<file path="src/hdl/q2rm_pkg.sv">
// Package for the quaternion to rotation matrix block.
// Holds widths, constants and the payload types; no dependencies.
package q2rm_pkg;
    localparam int unsigned QW = 16;
    localparam int unsigned NW = 21;   // squared norm, up to 4 * 2^18
    localparam int unsigned SW = 26;   // scale, up to 2^25
    localparam int unsigned PW = 30;   // scaled component
    localparam int unsigned EW = 34;   // product term
    localparam int unsigned DIV_STEPS = 26;
    localparam logic [SW-1:0] S_NUM = 26'h2000000;
    localparam logic signed [EW+1:0] Q_ONE = 36'sd4096;

    typedef struct packed {
        logic signed [QW-1:0] qx;
        logic signed [QW-1:0] qy;
        logic signed [QW-1:0] qz;
        logic signed [QW-1:0] qw;
    } t_quat;

    typedef struct packed {
        logic signed [QW-1:0] m00;
        logic signed [QW-1:0] m01;
        logic signed [QW-1:0] m02;
        logic signed [QW-1:0] m10;
        logic signed [QW-1:0] m11;
        logic signed [QW-1:0] m12;
        logic signed [QW-1:0] m20;
        logic signed [QW-1:0] m21;
        logic signed [QW-1:0] m22;
        logic              norm_zero;
    } t_mat;

    // Signed truncating divide by 4096: add 4095 to negatives before the shift.
    function automatic logic signed [63:0] qdiv(input logic signed [63:0] v);
        logic signed [63:0] t;
        t = v + (v[63] ? 64'sd4095 : 64'sd0);
        return t >>> 12;
    endfunction

    function automatic logic signed [QW-1:0] sat16(input logic signed [EW+1:0] v);
        logic signed [QW-1:0] r;
        if (v > 36'sd32767) r = 16'sh7fff;
        else if (v < -36'sd32768) r = -16'sh8000;
        else r = v[QW-1:0];
        return r;
    endfunction
endpackage

</file>
<file path="src/hdl/q2rm_div.sv">
// Pipelined restoring divider: 2^25 / norm, one quotient bit per stage.
// Depends on q2rm_pkg. Side data travels alongside each stage.
module q2rm_div (
    input  logic                       i_clk,
    input  logic                       i_rst_n,
    input  logic                       i_en,
    input  logic                       i_vld,
    input  logic [q2rm_pkg::NW-1:0]    i_den,
    input  q2rm_pkg::t_quat            i_q,
    output logic                       o_vld,
    output logic [q2rm_pkg::SW-1:0]    o_quo,
    output q2rm_pkg::t_quat            o_q,
    output logic                       o_zero
);
    import q2rm_pkg::*;
    logic               r_vld [DIV_STEPS];
    logic [NW:0]        r_rem [DIV_STEPS];
    logic [SW-1:0]      r_quo [DIV_STEPS];
    logic [NW-1:0]      r_den [DIV_STEPS];
    t_quat              r_q   [DIV_STEPS];

    always_ff @(posedge i_clk) begin
        if (!i_rst_n) begin
            for (int k = 0; k < DIV_STEPS; k++) r_vld[k] <= 1'b0;
        end else if (i_en) begin
            r_vld[0] <= i_vld;
            for (int k = 1; k < DIV_STEPS; k++) r_vld[k] <= r_vld[k-1];
        end
    end

    // Stage k brings down dividend bit SW-1-k and decides one quotient bit.
    always_ff @(posedge i_clk) begin
        logic [NW:0] t;
        if (i_en) begin
            t = {{NW{1'b0}}, S_NUM[SW-1]};
            if (t >= {1'b0, i_den}) begin
                r_rem[0] <= t - {1'b0, i_den};
                r_quo[0] <= {{(SW-1){1'b0}}, 1'b1};
            end else begin
                r_rem[0] <= t;
                r_quo[0] <= '0;
            end
            r_den[0] <= i_den;
            r_q[0]   <= i_q;
            for (int k = 1; k < DIV_STEPS; k++) begin
                t = {r_rem[k-1][NW-1:0], S_NUM[SW-1-k]};
                if (t >= {1'b0, r_den[k-1]}) begin
                    r_rem[k] <= t - {1'b0, r_den[k-1]};
                    r_quo[k] <= {r_quo[k-1][SW-2:0], 1'b1};
                end else begin
                    r_rem[k] <= t;
                    r_quo[k] <= {r_quo[k-1][SW-2:0], 1'b0};
                end
                r_den[k] <= r_den[k-1];
                r_q[k]   <= r_q[k-1];
            end
        end
    end

    assign o_vld  = r_vld[DIV_STEPS-1];
    assign o_quo  = r_quo[DIV_STEPS-1];
    assign o_q    = r_q[DIV_STEPS-1];
    assign o_zero = (r_den[DIV_STEPS-1] == '0);
endmodule

</file>
<file path="config.mk">
export PLATFORM = sky130hd
export DESIGN_NAME = q2rm_div
export DESIGN_NICKNAME = d
export VERILOG_FILES = /design/src/hdl/q2rm_pkg.sv /design/src/hdl/q2rm_div.sv
export SDC_FILE = /design/constraint.sdc
export NUM_CORES = 2
export LEC_CHECK = 0
export ABC_AREA = 0
export BUFFER_PORTS_ARGS = -buffer_cell sky130_fd_sc_hd__buf_2
export CAP_MARGIN = 15
export CORE_UTILIZATION = 41
export CTS_CLUSTER_SIZE = 10
export DETAILED_ROUTE_END_ITERATION = 7
export PLACE_DENSITY = 0.53
export SYNTH_ARGS = -nofsm -noshare
export SYNTH_HDL_FRONTEND = slang
export SYNTH_SLANG_ARGS = --single-unit
export TNS_END_PERCENT = 30
</file>
<file path="constraint.sdc">
create_clock -name i_clk -period 9.4 [get_ports i_clk]
set_input_delay 1.41 -clock i_clk [delete_from_list [all_inputs] [get_ports i_clk]]
set_output_delay 1.41 -clock i_clk [all_outputs]
set_load 0.05 [all_outputs]
</file>
==> implementation parameters <==
Parameter                              Value

Run status
  Outcome    finished clean

Global routing
  Met1 demand-to-capacity share in global routing    15.9%
  Wire length of the first global-routing pass    approximately 340 mm
  Met2 track utilization from global routing    approximately a quarter
  Via count of the first global-routing pass    between 60000 and 70000
  Global router's overall resource usage    13.7%
  Most crowded layer after global routing    met2
  Total gr overflow    0
  Met3 global-route usage    2.43%
  Initial antenna violation count    10
  Pin count of the biggest net entering global routing    203

Die
  Floorplan die area    roughly 310000 µm²
  I/O Pins    181
  Row cnt    203
  Initial cell density of the core    41.2%
  Die boundary height    around 560 µm
  Overall die width    556 µm
  Core region area    roughly 310000 µm²

Clock network
  Clock network latency to the later pin of the worst-skew pair    0.92 ns
  Root buffer selected by CTS    clkbuf_16
  Number of H-tree branching levels    5
  Clock buffer count from CTS    around 360
  Clock transition at path regs    0.05 ns
  CTS resizes    0
  CTS tree    yes
  Buffer levels on the longest clock path    4
  Setup Buffers After CTS    0
  CTS hold repair buffers    0
  TritonCTS sink count    3112

Synth
  Most common flop cell mapped by yosys    edfxtp_1
  Distinct cell type count of the synthesized netlist    78
  Area of the mapped netlist    roughly 130000 µm²
  Post-synthesis cell type with the largest combined area    edfxtp_1
  Register bit total from synthesis    3112
  Most frequent cells after synthesis    3109 x edfxtp_1, 641 x inv_1, 525 x ha_1, 441 x a21oi_1, 377 x nand2_1
  Fraction of synthesized cell area taken by the top area cell type    74.1%
  Most common cell in the synthesized netlist    edfxtp_1
  Synth Warn #    0
  Synthesized instance count    7932
  Average footprint of a synthesized cell    15.9 µm²
  Number of nets produced by synthesis    8570
  Async S/R FF share, synth    0%
  Post-synthesis sequential area ratio    between 70% and 80%
  Most area-consuming cells after synthesis    edfxtp_1 74%, ha_1 5.2%, inv_1 1.9%
  Count of flip-flops with a built-in enable after synthesis    3109

Setup path
  CP max stage delay    between 0.5 and 0.6 ns
  Family of cells with the greatest summed delay on the critical path    simple AND/OR/NAND/NOR gates
  Critical Path, Cell by Cell    nor4_1 -> nand4_1 -> nor4_1 -> buf_2
  Reg2Reg Setup Slack    5.18 ns
  Worst setup path class    reg2out
  Crit-path slowest cell    nor4_1
  Required time of the critical path    7.99 ns
  Cell repeated most along the worst path    nor4_1
  Logic depth of the worst setup path including buffers    4
  Start point of the critical path    r_den[6][25]
  Endpoint of the worst-slack reg-to-reg timing path    r_rem[18][13]
  CP max FO    1
  Reg2Reg Launch Point    r_den[4][23]
  Buffers plus inverters on the worst setup path    1
  Capture point of the worst path    o_zero
  Crit end category    primary output
  Worst r2r path cells    12
  Worst endpoint data arrival time    3.05 ns
  Critical Path Source Type    flop

Placement
  Final weighted congestion in routability-driven placement    roughly 0.87
  Quantity of I/O buffers inserted on ports    180
  Half-perimeter wire length after placement    145 mm

STA
  Fin. max-slew vios    0
  Hold Vio Cnt, Final    0
  Unrepaired setup endpoints after global routing    no
  Total setup violations reported at the end of the flow    0
  Transition time at the pin with the least slew margin    1.12 ns
  Final sum of negative setup slack    0 ns
  Worst max-slew margin expressed relative to the limit    25.3%
  Largest clock skew in the final design    0.0812 ns
  Post-route fraction of the period consumed by the critical path    between 40 and 50%
  WHS    roughly 0.37 ns
  Post-layout min period    4.46 ns
  F_max    224 MHz

Finish
  Area of the multi-input gates    28900 µm²
  Layout Nets    between 8000 and 9000
  Synth-to-layout area growth    12.4%
  Fraction of layout instances using a drive strength above 1    between 10% and 20%
  Fill cell instance count of the final layout    26100
  Final core utilization    46.3%
  Area occupied by registers    93400 µm²

Routing
  Antenna Violating Nets Remaining    0
  Number of design rule violations left after detail routing    0
  DR vias    62100
  Vias per cell    4.96
  1st-pass router iterations    7
  WL final    216 mm
  Average wire per standard cell    17.2 µm
  Initial DRC Count    about 4000

Power
  Sw Share    28.7%
  Post-layout power    41500 µW
  Max VDD drop    0.000155 V
  Clock network fraction of total power    29.4%
  Power density over the cells    293 nW/µm²
  Switching power total    11900 µW
  Internal    roughly 30000 µW
  Power share of the sequential group    45.3%
  Pleak    between 0.05 and 0.06 µW
  Comb power frac    25.2%

Run
  Number of maximum-capacitance constraint violations    0

Hold path
  Hold WC Path Type    reg2reg
flip-flops by register name, indices dropped and copies added, names as in the netlist:
name and cells:
r_vld 26, r_den 546, r_q 1664, r_quo 351
r_rem 525
worst min path at each step:
stage,start,depth (start not counted),endpoint
after global routing,r_q[0][727],0,r_q[0][791]
after detailed placement,r_q[0][958],0,r_q[0][1022]
after global placement,r_q[0][862],0,r_q[0][926]
after CTS,r_q[0][727],0,r_q[0][791]
after floorplan,r_q[0][936],0,r_q[0][1000]
final,r_q[0][631],0,r_q[0][695]
cells in the final DEF, fill, tap and decap left out, drive strengths merged, types with 79 or more instances in the layout:
cell type / n
o21ai: 366
nand2b: 81
nor2: 350
clkbuf: 432
inv: 653
xor2: 181
a21o: 222
ha: 525
nand2: 377
a21oi: 443
mux2: 214
buf: 242
xnor2: 241
edfxtp: 3109
nand3: 79
kinds of logic after synthesis:
logic type | share of synthesized area [%]
multiplexers | 2.20
XOR/XNOR | 2.94
buffers and inverters | 2.93
AO/OA/AOI/OAI | 7.40
AND/OR/NAND/NOR | 4.75
adder cells (fa/ha/maj) | 5.60
flip-flops | 74.2
metrics by stage:
step,setup slack (ns),area (µm²),instances
after global placement,4.07,131000,12000
after CTS,4.45,141000,12500
final,4.94,142000,12500
after detailed placement,4.02,131000,12000
after floorplan,5.58,126000,7932
after global routing,4.58,142000,12500
metal layers:
layer | share of wire (%) | vias up
met3 | 3.8 | 529
met4 | 4.2 | 0
met5 | 0 | -
li1 | - | 30300
met1 | 41 | 30200
met2 | 51 | 1156
power by group through the flow:
| stage | clock network (µW) | registers, µW | logic, µW |
|---|---|---|---|
| floorplan | 0 | 18500 | 8170 |
| global placement | 0 | 19100 | 10100 |
| detailed placement | 0 | 19100 | 10400 |
| CTS | 12700 | 18800 | 10500 |
| global route | 13200 | 19000 | 11600 |
| finish | 12200 | 18800 | 10500 |
layout make-up:
cell class | instances | share of cell area [%]
multi-input combinational | 3942 | 20.4
clock buffer | 432 | 6.61
antenna | 6 | 0.0106
inverter | 643 | 1.70
sequential | 3112 | 66.0
clock inverter | 54 | 0.521
timing repair buffer | 242 | 1.11
tap | 4100 | 3.62
Note: power is estimated with default switching activity, not from simulation.
